### src/hdl/fids_pkg.sv
// package for the floor indicator display scanner: symbol codes, types and segment table
package fids_pkg;

    // symbol index into the segment table
    typedef logic [4:0] sym_t;

    localparam sym_t SYM_ZERO  = 5'd0;
    localparam sym_t SYM_S     = 5'd5;
    localparam sym_t SYM_B     = 5'd11;
    localparam sym_t SYM_P     = 5'd22;
    localparam sym_t SYM_MINUS = 5'd25;
    localparam sym_t SYM_BLANK = 5'd26;

    // motion codes
    localparam logic [2:0] MOTION_STOP   = 3'd0;
    localparam logic [2:0] MOTION_UP     = 3'd1;
    localparam logic [2:0] MOTION_DOWN   = 3'd2;
    localparam logic [2:0] MOTION_RETURN = 3'd3;

    // register map
    localparam int unsigned PADDR_W = 3;
    localparam logic [PADDR_W-1:0] ADDR_COMMON_ANODE = 3'd0;

    // symbols formed for one refresh request
    typedef struct packed {
        sym_t units;
        sym_t tens;
        sym_t top;
    } sym_set_t;

    // segment pattern a..g in bits 0..6, point in bit 7, active high
    function automatic logic [7:0] seg_pattern(input sym_t sym);
        logic [7:0] pat;
        unique case (sym)
            5'd0:  pat = 8'h3F;
            5'd1:  pat = 8'h06;
            5'd2:  pat = 8'h5B;
            5'd3:  pat = 8'h4F;
            5'd4:  pat = 8'h66;
            5'd5:  pat = 8'h6D;
            5'd6:  pat = 8'h7D;
            5'd7:  pat = 8'h07;
            5'd8:  pat = 8'h7F;
            5'd9:  pat = 8'h6F;
            5'd10: pat = 8'h5F;
            5'd11: pat = 8'h7C;
            5'd12: pat = 8'h58;
            5'd13: pat = 8'h5E;
            5'd14: pat = 8'h7B;
            5'd15: pat = 8'h71;
            5'd16: pat = 8'h77;
            5'd17: pat = 8'h39;
            5'd18: pat = 8'h79;
            5'd19: pat = 8'h76;
            5'd20: pat = 8'h1E;
            5'd21: pat = 8'h38;
            5'd22: pat = 8'h73;
            5'd23: pat = 8'h3E;
            5'd24: pat = 8'h80;
            5'd25: pat = 8'h40;
            default: pat = 8'h00;
        endcase
        return pat;
    endfunction

endpackage

### src/hdl/fids_symbol.sv
// symbol former: floor and motion to units, tens and top symbols
module fids_symbol (
    input  logic signed [7:0]    floor,
    input  logic [2:0]           motion,
    input  fids_pkg::sym_t       dir_cur,
    output fids_pkg::sym_set_t   syms
);

    logic        neg;
    logic        is_zero;
    logic [7:0]  mag;
    logic [15:0] prod;
    logic [4:0]  quot;
    logic [7:0]  units_full;
    logic [4:0]  tens_digit;

    assign neg     = floor[7];
    assign is_zero = (floor == 8'sd0);
    // two's complement negate; -128 wraps to 128 which is the wanted magnitude
    assign mag     = neg ? (8'd0 - floor) : floor;

    // divide by ten through reciprocal, exact for every 8-bit magnitude (0 to 255)
    assign prod       = 16'(mag) * 16'd205;
    assign quot       = prod[15:11];
    assign units_full = mag - (8'(quot) * 8'd10);
    assign tens_digit = (quot >= 5'd10) ? (quot - 5'd10) : quot;

    always_comb begin
        syms.top = dir_cur;
        if (is_zero) begin
            syms.units = fids_pkg::SYM_B;
            syms.tens  = fids_pkg::SYM_P;
            priority if (motion == fids_pkg::MOTION_UP) begin
                syms.top = fids_pkg::SYM_S;
            end else if (motion == fids_pkg::MOTION_DOWN) begin
                syms.top = fids_pkg::SYM_B;
            end else begin
                syms.top = fids_pkg::SYM_BLANK;
            end
        end else begin
            syms.units = fids_pkg::sym_t'(units_full[3:0]);
            if (neg) begin
                syms.tens = fids_pkg::SYM_MINUS;
            end else if (tens_digit == 5'd0) begin
                syms.tens = fids_pkg::SYM_BLANK;
            end else begin
                syms.tens = tens_digit;
            end
            priority if (motion == fids_pkg::MOTION_RETURN) begin
                syms.top = neg ? fids_pkg::SYM_S : fids_pkg::SYM_B;
            end else if (motion == fids_pkg::MOTION_STOP) begin
                syms.top = fids_pkg::SYM_BLANK;
            end else if (motion == fids_pkg::MOTION_UP) begin
                syms.top = fids_pkg::SYM_S;
            end else if (motion == fids_pkg::MOTION_DOWN) begin
                syms.top = fids_pkg::SYM_B;
            end else begin
                syms.top = dir_cur;
            end
        end
    end

endmodule

### src/hdl/fids_regs.sv
// configuration register block with apb-style access
module fids_regs (
    input  logic                          aclk,
    input  logic                          aresetn,
    input  logic                          psel,
    input  logic                          penable,
    input  logic                          pwrite,
    input  logic [fids_pkg::PADDR_W-1:0]  paddr,
    input  logic [31:0]                   pwdata,
    output logic [31:0]                   prdata,
    output logic                          pready,
    output logic                          common_anode
);

    logic ca_reg;
    logic ca_next;
    logic wr_en;

    assign pready = 1'b1;
    assign wr_en  = psel && penable && pwrite && pready
                    && (paddr[fids_pkg::PADDR_W-1:2] == fids_pkg::ADDR_COMMON_ANODE[fids_pkg::PADDR_W-1:2]);

    assign ca_next = wr_en ? pwdata[0] : ca_reg;

    always_ff @(posedge aclk) begin
        if (!aresetn) begin
            ca_reg <= 1'b1;
        end else begin
            ca_reg <= ca_next;
        end
    end

    assign prdata = (paddr[fids_pkg::PADDR_W-1:2]
                     == fids_pkg::ADDR_COMMON_ANODE[fids_pkg::PADDR_W-1:2])
                    ? {31'd0, ca_reg} : 32'd0;
    assign common_anode = ca_reg;

endmodule

### src/hdl/floor_indicator_display_scanner_core.sv
// top level of the floor indicator display scanner
// pipeline: input register, then result register; either can hold a request under back-pressure
// throughput: one refresh request per cycle while m_axis_tready stays high, limited by the input and result registers
// reset: synchronous active-low aresetn clears scan position to units digit,
// top symbol to "0", sets common_anode to 1 and empties both stages
module floor_indicator_display_scanner_core (
    input  logic                          aclk,
    input  logic                          aresetn,
    // refresh requests
    input  logic                          s_axis_tvalid,
    output logic                          s_axis_tready,
    input  logic [15:0]                   s_axis_tdata,  // [7:0] floor, [10:8] motion, rest zero
    // display drive
    output logic                          m_axis_tvalid,
    input  logic                          m_axis_tready,
    output logic [15:0]                   m_axis_tdata,  // [3:0] digit_enable, [11:4] segments
    // configuration
    input  logic                          psel,
    input  logic                          penable,
    input  logic                          pwrite,
    input  logic [fids_pkg::PADDR_W-1:0]  paddr,
    input  logic [31:0]                   pwdata,
    output logic [31:0]                   prdata,
    output logic                          pready
);

    // input stage
    logic              in_valid_reg;
    logic              in_valid_next;
    logic signed [7:0] floor_reg;
    logic [2:0]        motion_reg;

    // result stage
    logic              out_valid_reg;
    logic              out_valid_next;
    logic [3:0]        digit_enable_reg;
    logic [3:0]        digit_enable_next;
    logic [7:0]        segments_reg;
    logic [7:0]        segments_next;

    // scanner state
    logic [1:0]        scan_reg;
    logic [1:0]        scan_next;
    fids_pkg::sym_t    dir_reg;
    fids_pkg::sym_t    dir_next;

    logic              common_anode;
    logic              s_accept;
    logic              out_free;
    logic              advance;
    fids_pkg::sym_set_t syms;
    fids_pkg::sym_t    sym_sel;

    // result register frees up when empty or being taken this cycle
    assign out_free      = !out_valid_reg || m_axis_tready;
    assign advance       = in_valid_reg && out_free;
    assign s_axis_tready = !in_valid_reg || out_free;
    assign s_accept      = s_axis_tvalid && s_axis_tready;

    fids_regs u_regs (
        .aclk         (aclk),
        .aresetn      (aresetn),
        .psel         (psel),
        .penable      (penable),
        .pwrite       (pwrite),
        .paddr        (paddr),
        .pwdata       (pwdata),
        .prdata       (prdata),
        .pready       (pready),
        .common_anode (common_anode)
    );

    fids_symbol u_symbol (
        .floor   (floor_reg),
        .motion  (motion_reg),
        .dir_cur (dir_reg),
        .syms    (syms)
    );

    // pick the symbol for the digit being lit, hundreds always blank
    always_comb begin
        unique case (scan_reg)
            2'd0:    sym_sel = syms.units;
            2'd1:    sym_sel = syms.tens;
            2'd2:    sym_sel = fids_pkg::SYM_BLANK;
            default: sym_sel = syms.top;
        endcase
    end

    // polarity flip for common anode, digit select stays active low
    assign segments_next     = fids_pkg::seg_pattern(sym_sel) ^ {8{common_anode}};
    assign digit_enable_next = ~(4'd1 << scan_reg);

    // state moves only when a request passes into the result register
    assign scan_next      = advance ? (scan_reg + 2'd1) : scan_reg;
    assign dir_next       = advance ? syms.top : dir_reg;
    assign in_valid_next  = s_accept ? 1'b1 : (advance ? 1'b0 : in_valid_reg);
    assign out_valid_next = advance ? 1'b1 : (m_axis_tready ? 1'b0 : out_valid_reg);

    always_ff @(posedge aclk) begin
        if (!aresetn) begin
            in_valid_reg  <= 1'b0;
            out_valid_reg <= 1'b0;
            scan_reg      <= 2'd0;
            dir_reg       <= fids_pkg::SYM_ZERO;
        end else begin
            in_valid_reg  <= in_valid_next;
            out_valid_reg <= out_valid_next;
            scan_reg      <= scan_next;
            dir_reg       <= dir_next;
        end
    end

    // payload registers, no reset needed
    always_ff @(posedge aclk) begin
        if (s_accept) begin
            floor_reg  <= s_axis_tdata[7:0];
            motion_reg <= s_axis_tdata[10:8];
        end
        if (advance) begin
            digit_enable_reg <= digit_enable_next;
            segments_reg     <= segments_next;
        end
    end

    assign m_axis_tvalid = out_valid_reg;
    assign m_axis_tdata  = {4'd0, segments_reg, digit_enable_reg};

    // exactly one digit lit on every result
    a_one_digit: assert property (@(posedge aclk) disable iff (!aresetn)
        m_axis_tvalid |-> $onehot(~m_axis_tdata[3:0]))
        else $error("digit select not one-hot active low");

    // scan position steps by one per request passed on
    a_scan_step: assert property (@(posedge aclk) disable iff (!aresetn)
        advance |=> (scan_reg == $past(scan_reg) + 2'd1))
        else $error("scan position did not advance");

    // scanner state holds while no request passes on
    a_state_hold: assert property (@(posedge aclk) disable iff (!aresetn)
        !advance |=> ($stable(scan_reg) && $stable(dir_reg)))
        else $error("scanner state changed without a request");

    // a request waiting in the input stage leaves it when the result frees up and no new request is accepted
    a_no_drop: assert property (@(posedge aclk) disable iff (!aresetn)
        (in_valid_reg && out_free && !s_accept) |=> !in_valid_reg)
        else $error("input stage did not drain");

endmodule
### config.mk
export PLATFORM = sky130hd
export DESIGN_NAME = floor_indicator_display_scanner_core
export DESIGN_NICKNAME = d
export VERILOG_FILES = /design/src/hdl/fids_pkg.sv /design/src/hdl/fids_symbol.sv /design/src/hdl/fids_regs.sv /design/src/hdl/floor_indicator_display_scanner_core.sv
export SDC_FILE = /design/constraint.sdc
export NUM_CORES = 1
export LEC_CHECK = 0
export BUFFER_PORTS_ARGS = -buffer_cell sky130_fd_sc_hd__buf_2
export CAP_MARGIN = 20
export CORE_ASPECT_RATIO = 1.5
export CORE_UTILIZATION = 45
export DETAILED_ROUTE_END_ITERATION = 16
export GPL_TIMING_DRIVEN = 0
export PLACE_DENSITY = 0.69
export SYNTH_ARGS = -nofsm -noshare
export SYNTH_HDL_FRONTEND = slang
export SYNTH_SLANG_ARGS = --single-unit
### constraint.sdc
create_clock -name aclk -period 13.4 [get_ports aclk]
set_input_delay 2.68 -clock aclk [delete_from_list [all_inputs] [get_ports aclk]]
set_output_delay 2.68 -clock aclk [all_outputs]
set_load 0.02 [all_outputs]
# Yosys cells after proc, flatten, opt, wreduce, memory -nomap -nowiden
# Memory sizes are Yosys's and may differ from the RTL's.
# Cells that the tools add are included.
# word_totals
reg_bits,33
word_cells,59
output_inout_bits,51
mem_bits_ro,256
n_memories,1
# mem_list
memory,depth,width,rd,rd_clocked_by_memory_dff,write_ports,line,rtl
(no name shown),32,8,1,0,0,fids_pkg.sv:34,unique case (sym)
# op_classes
n_bitwise,3
magnitude_cmp,1
mul,2
n_shift,1
n_mux,18
addsub,4
n_eq_ne,5
reduce_logical,15
# op_table
operator,n
5-bit 2-to-1 mux,9
"8-bit by 8-bit multiplier with 16-bit output, second input constant",1
5-bit one-hot mux with 3 select lines,1
14-bit 2-to-1 mux,1
8-bit zero test,1
8-bit 2-to-1 mux,1
"1-bit by 8-bit subtractor with 8-bit output, first input constant",1
8-bit bitwise XOR,1
"3-bit by 2-bit equality test with 1-bit output, second input constant",2
"5-bit by 4-bit >= comparator with 1-bit output, second input constant",1
1-bit logical AND,5
5-bit zero test,1
"5-bit by 3-bit multiplier with 3-bit output, second input constant",1
1-bit 2-to-1 mux,5
"5-bit by 4-bit subtractor with 5-bit output, second input constant",1
4-bit 2-to-1 mux,1
4-bit inverter,1
2-bit nonzero test,2
"1-bit by 2-bit << shifter with 4-bit output, first input constant",1
4-bit subtractor,1
"3-bit by 1-bit equality test with 1-bit output, second input constant",1
3-bit zero test,1
"2-bit by 1-bit adder with 2-bit output, second input constant",1
"2-bit by 1-bit equality test with 1-bit output, second input constant",1
5 further kinds,7

# Logic depth before layout (Yosys ltp)
# Gate-level depths: netlist of the first run.
# An unclocked memory read counts as a cell.
# logic_depth
word_depth,12
mapped_depth,32
ltp_nobuf,32

# Modules after synthesis
# From an unflattened synthesis of the first run, not the netlist that was laid out.
# hier_totals
cells_unflattened,412
hier_area_um2,3777.4
# by_module_without_submodules
module,cells_per_inst,instances,seq_area_each_um2,area_each_um2
fids_symbol,213,1,0.0,1739.2
floor_indicator_display_scanner_core,159,1,870.8,1717.9
fids_regs,40,1,20.0,320.3

# Least setup slack after synthesis of the first run
# OpenSTA, ideal clock, no wires.
# synth_timing
path_kind,register to register
startpoint,register floor_reg[2]
endpoint,"register segments_reg[1], data pin"
arrival_time_ns,6.998
setup_slack_ns,6.126
path_stages_with_launch,29
required_time_ns,13.124
setup_ns,0.276
cell_sequence,edfxtp_1 or4_4 nor2_1 nor2_1 xor2_1 ha_1 inv_1 fa_1 inv_1 fa_1 inv_1 fa_1 inv_1 ha_1 a21oi_1 o211ai_1 a41oi_1 xor2_1 ha_1 nor2_1 mux2_4 o21bai_1 o311ai_1 o32ai_2 inv_1 ha_1 o21ai_0 a221oi_2 xor2_1
# synth_between
elab_chain_len,12
elab_cells_between_ends,16
# synth_lines
item,line,rtl
from (decl),floor_indicator_display_scanner_core.sv:30,logic signed [7:0] floor_reg;
from (signal assigned),floor_indicator_display_scanner_core.sv:117,floor_reg <= s_axis_tdata[7:0];
branches (longest 8 deep; another with 8-bit by 8-bit multiplier with 16-bit output),n/a,
14-bit 2-to-1 mux *,fids_symbol.sv:30,if (is_zero) begin
5-bit one-hot mux with 3 select lines *,floor_indicator_display_scanner_core.sv:82,unique case (scan_reg)
memory read 32 x 8 bit *,n/a,
8-bit bitwise XOR *,floor_indicator_display_scanner_core.sv:91,assign segments_next = fids_pkg::seg_pattern(sym_sel) ^ {8{common_anode}};
net segments_next[1],floor_indicator_display_scanner_core.sv:39,logic [7:0] segments_next;
to (signal assigned),floor_indicator_display_scanner_core.sv:122,segments_reg <= segments_next;
to (decl),floor_indicator_display_scanner_core.sv:38,logic [7:0] segments_reg;
# Mark *: on every way through the listed nets, which the timed path passes.
# A chain may end at the register's enable or synchronous reset.

# Final worst setup path of the first run
# Same ends and word-level chain as after synthesis.

==> qor.yml, run 1 <==
setup_path:
  cpLargestDelayFamily: "adder cells"
  cp.required_ns: 13.40
  critical_path.max_stage_delay_ns: 0.61
  path_class: "flip-flop to flip-flop"
  cp-end-kind: "flip-flop"
  crit_buf_inv: 5
  crit_arrival_ns: 8.22
  crit_slowest_cell: "or4_4"
  worstPathMaxFanout: 8
  cp_common_cell: "inv_1"
  worstSetupStartpointType: "flip-flop"
grt:
  track_usage: 0.193
  grt_pass1_wl_um: 13800
  antenna_found_initial: 0
  first_global_vias: 3127
  grt_max_degree: 17
  grt_remaining_overflow: 0
die:
  die_height_um: 116
  core_area_sq_um: 8410
  initial_utilization: 0.464
  fp-row-count: 41
  die_w_um: 78.1
  io_pins: 109
  fp.dieArea_sq_um: 9060
logic_synthesis:
  synth_top_area_cell: "edfxtp_1"
  synth_commonest_cells: "52 x ha_1, 52 x inv_1, 37 x nand2_1"
  synth_area_sq_um: 3910
  synth.ff_latch_count: 33
  synth.distinct_cells: 75
  synthFlopType: "edfxtp_1"
  postSynthAreaPerCell_sq_um: 9.02
  synth_top_area_share: 0.177
  synthCells: 433
  ys_seq_area_frac: 0.228
  synth_edf_count: 23
  synthArstFlopShare: 0
  yosys-top-cells-area: "edfxtp_1 18%, ha_1 17%, buf_4 6.9%, fa_1 6.1%, dfxtp_1 5.1%"
  yosys_warnings: 0
detailed_routing:
  topRoutingLayerUsed: "met4"
  wl_per_cell_um: 13.2
  firstDrtPassIters: 4
  m1WireLength_um: 2960
  drt-initial-drc-count: 186
  antenna_left: 0
  totalWireLength_um: 8130
  routed-via-count: 3153
  drc_errors: 0
  met2_length_um: 4720
  viasPerCell: 5.11
  wl_met3_um: 245
sta:
  fmax_mhz: 122
  slew_violations: 0
  fin_crit_ns: 8.22
  fin_setup_tns_ns: 0
  maxSlewHeadroom: 0.603
  rsz0062_at_grt: "no"
  worst_slew_pin_slew_ns: 0.595
  fin_hold_ws_ns: 0.488
  post-route-period-util: 0.614
  finalSetupViolCount: 0
  hold_violations: 0
  fin_ws_ns: 5.18
  finClkSkew_ns: 0.00409
clock_network:
  postCtsSetupBuffers: 0
  root_buffer: "clkbuf_16"
  clock-sinks: 33
  cts_made_buffers: 5
  cts_buffer_depth: 2
  ctsHoldBuffers: 0
  cts_tree: "done"
  insertion_delay_ns: 0.27
  cts-htree-levels: 2
  cts-resized-gates: 0
  clk_pin_slew_ns: 0.05
cells_and_area:
  antenna_cells: 0
  layout-drive-gt1-share: 0.210
  fin_util: 0.533
  num-nets-final: 631
  area_delta_synth_final_pct: 14.8
run:
  drv_cap: 0
power:
  ir_drop_mv: 0.227
  p_per_area_nw_per_um2: 276
  total_power_mw: 1.24
  static-leakage-power_nw: 2.15
place:
  numPortBuffers: 34
  gp_congestion: 0.871
  dp_slack_ns: 5.09
  dpl.hpwl_um: 6790
run_status:
  outcome: "completed"
min_path:
  min_path_type: "flip-flop to flip-flop"
-- kinds of logic after synthesis --
kind of cell | synth area share
muxes | 0.0115
xor gates and xnor gates | 0.0666
and+or+nand+nor | 0.138
other | 0.00192
adders and majority gates | 0.228
AOI/OAI and AO/OA | 0.194
buffers and inverters | 0.132
DFF | 0.228
-- layout by cell type (no fill, tap or decap), types with 3 or more instances in the layout --
cell        n
nor2_1     21
and2_1      6
dfxtp_1    10
mux2i_1     3
inv_1      52
fa_1       12
clkbuf_16   5
edfxtp_1   23
xnor2_1    13
o211ai_1    3
clkbuf_1    3
buf_4      36
o221ai_1    3
nor3_1      6
a31oi_1     7
o21a_1      4
a21oi_1    30
xor2_1      8
a21o_1      4
nand2_1    37
buf_2      37
conb_1     36
nor2b_1     5
nand3_1     8
o21ai_0    17
ha_1       52
-- worst min-delay path: cells and delay by family, from the launching register on --
kind	cells	cell delay, ns
DFF	1	0.33
and+or+nand+nor	2	0.12
-- metrics by stage --
step / area, sq um / cells
floorplan: 4030 / 467
global placement: 4340 / 608
detailed placement: 4340 / 608
CTS: 4480 / 616
global route: 4490 / 617
finish: 4490 / 617
-- area by class of cell --
type	count	area [sq um]
sequential	33	891
clock inverter	3	17.5
fill	823	3930
multi-input combinational	338	2630
clock buffer	5	125
timing repair buffer	35	175
inverter	52	195
buffer	44	319
tap	107	134
-- path summary, 6_finish.rpt --
kind | startpoint | endpoint | slack, ns | depth (start not counted)
max | floor_reg[2] | segments_reg[1] | 5.18 | 28
min | dir_reg[1] | dir_reg[1] | 0.49 | 2
max reg2reg | floor_reg[2] | segments_reg[1] | 5.18 | 28
min reg2reg | dir_reg[1] | dir_reg[1] | 0.49 | 2
-- power by group --
part           switching, mW  internal [mW]  total (mW)  leakage [nW]
clock                 0.0380         0.0679       0.106        0.0712
combinational          0.573          0.404       0.977          1.79
sequential           0.00690          0.146       0.153         0.295
total                  0.618          0.618        1.24          2.15
-- metal layers --
layer	vias up	global-route usage
li1	1601	-
met1	1459	0.191
met2	77	0.400
met3	16	0.0172
met4	0	0.0815
met5	-	0
Note: power is estimated with default switching activity, not from simulation.
==> run 2, diff against run 1 <==
clock period = 8.4 ns   (was 13.4 ns; I/O delays follow)
==> run 2 against run 1 <==
Combinational power grew 64%. Wire length is essentially flat. Clock skew is essentially flat. Sequential share of layout area shrank 0.15 points. Via count is essentially flat. Critical endpoint unchanged. Global-route usage is the same. Die area is the same. Utilization grew 0.40 points. Final area grew 0.75%. Flip-flop and latch count is the same. Non-clock buffer count grew 1.
==> qor.yml, run 2 (same netlist as run 1, synthesis figures left out) <==
run_status:
  outcome: "completed"
grt:
  grt_max_degree: 17  # unchanged
  track_usage: 0.193  # unchanged
  first_global_vias: 3127  # unchanged
  grt_remaining_overflow: 0  # unchanged
  grt_pass1_wl_um: 13800  # unchanged
  antenna_found_initial: 0  # unchanged
clock_network:
  cts-htree-levels: 2  # unchanged
  cts_buffer_depth: 2  # unchanged
  clk_pin_slew_ns: 0.05  # about the same
  cts_tree: "done"
  cts_made_buffers: 5  # unchanged
  ctsHoldBuffers: 0  # unchanged
  root_buffer: "clkbuf_16"
  clock-sinks: 33  # unchanged
  insertion_delay_ns: 0.27  # about the same
sta:
  maxSlewHeadroom: 0.604  # +0.00168
  post-route-period-util: 0.928  # +0.314
  hold_violations: 0  # unchanged
  fin_setup_tns_ns: 0  # unchanged
  finClkSkew_ns: 0.00400  # -0.0000957 ns
  fin_crit_ns: 7.80  # -0.427 ns
  finalSetupViolCount: 0  # unchanged
  slew_violations: 0  # unchanged
  rsz0062_at_grt: "no"
  fmax_mhz: 128  # +5.5%
  worst_slew_pin_slew_ns: 0.593  # -0.00252 ns
  fin_ws_ns: 0.604  # -4.57 ns
die:
  core_area_sq_um: 8410  # unchanged
  io_pins: 109  # unchanged
  initial_utilization: 0.464  # unchanged
  die_w_um: 78.1  # unchanged
  die_height_um: 116  # unchanged
  fp-row-count: 41  # unchanged
  fp.dieArea_sq_um: 9060  # unchanged
run:
  drv_cap: 0  # unchanged
setup_path:
  critical_path.max_stage_delay_ns: 0.61  # about the same
  cp_common_cell: "inv_1"
  crit_slowest_cell: "or4_4"
  worstSetupStartpointType: "flip-flop"
  crit_arrival_ns: 7.79  # -0.43 ns
  cp.required_ns: 8.40  # -5.00 ns
  cp-end-kind: "flip-flop"
  path_class: "flip-flop to flip-flop"
  worstPathMaxFanout: 7  # -1
place:
  gp_congestion: 0.871  # unchanged
  dp_slack_ns: 0.0857  # -5.00 ns
  dpl.hpwl_um: 6790  # unchanged
  numPortBuffers: 34  # unchanged
power:
  p_per_area_nw_per_um2: 445  # +61%
  ir_drop_mv: 0.404  # +78%
  p_comb_frac: 0.794  # +0.004
  static-leakage-power_nw: 2.16  # +0.42%
  p_int_mw: 1.01  # +63%
  pwr-share-seq: 0.122  # -0.002
  p_sw_frac: 0.498  # -0.00188
  p_sw_mw: 1.00  # +62%
  clockPowerShare: 0.084  # -0.002
detailed_routing:
  firstDrtPassIters: 4  # unchanged
  viasPerCell: 5.10  # -0.19%
  drt-initial-drc-count: 179  # -3.8%
  totalWireLength_um: 8130  # about the same
  wl_per_cell_um: 13.2  # -0.15%
  antenna_left: 0  # unchanged
  drc_errors: 0  # unchanged
  routed-via-count: 3152  # -0.032%
min_path:
  min_path_type: "flip-flop to flip-flop"
cells_and_area:
  area_delta_synth_final_pct: 15.7
  layout_common_cells: "52 x inv_1, 52 x ha_1, 37 x nand2_1, 37 x buf_2, 37 x buf_4"
  num-nets-final: 632  # +0.16%
  antenna_cells: 0  # unchanged
  layout-drive-gt1-share: 0.215  # +0.00546
## run 2: cell count changes in the layout (fill, tap and decap cells not counted)
cell and change:
o32ai_4 +1, o32ai_2 -1, xor2_2 +2, xor2_1 -2, buf_4 +1
## run 2: metrics by stage
stage	util	instances	cell area, sq um	hold WS [ns]	power (mW)
global route	0.537	618	4520	0.522	2.20
global placement	0.516	608	4340	0.472	1.75
CTS	0.533	616	4480	0.490	1.97
floorplan	-	467	4030	0.441	1.49
finish	0.537	618	4520	0.487	2.01
detailed placement	0.516	608	4340	0.475	1.79
## run 2: routing by layer
layer | track usage | share of wire | vias to the layer above
met3 | 0.0172 | 0.024 | 11
met1 | 0.191 | 0.37 | 1470
met4 | 0.0815 | 0.021 | 0
li1 | - | - | 1599
met2 | 0.400 | 0.58 | 72
met5 | 0 | 0 | -
## run 2: layout make-up
type	instances	area, sq um
inverter	52	195
sequential	33	891
clock inverter	3	17.5
buffer	44	319
clock buffer	5	125
fill	819	3890
tap	107	134
timing repair buffer	36	183
multi-input combinational	338	2660
## run 2: power by group through the flow
stage                     Clock [mW]  Sequential, mW  Combinational, mW
after floorplan                    0           0.271               1.22
after global placement             0           0.246               1.51
after detailed placement           0           0.246               1.54
after CTS                      0.174           0.244               1.56
after global routing           0.178           0.246               1.78
final                          0.170           0.244               1.60
## run 2: repair_timing
item,in CTS,in global routing
hold endpoints to repair,0,0
endpoints found under the setup margin,0,8
gates resized for setup,0,3
buffers inserted,0,1
## run 2: final timing paths
| kind | cells past startpoint | slack [ns] | startpoint | endpoint |
|---|---|---|---|---|
| setup reg to reg | 28 | 0.60 | floor_reg[2] | segments_reg[1] |
| setup / recovery | 28 | 0.60 | floor_reg[2] | segments_reg[1] |
| hold reg to reg | 2 | 0.49 | dir_reg[1] | dir_reg[1] |
| hold / removal | 2 | 0.49 | dir_reg[1] | dir_reg[1] |
## run 2: worst max-delay path, delay by kind of cell, from the launching register on
kind,cells,cell delay [ns]
buffers and inverters,5,0.36
adders and majority gates,7,2.91
DFF,1,0.49
muxes,1,0.32
and+or+nand+nor,4,0.85
xor gates and xnor gates,3,0.63
AOI/OAI and AO/OA,8,1.93
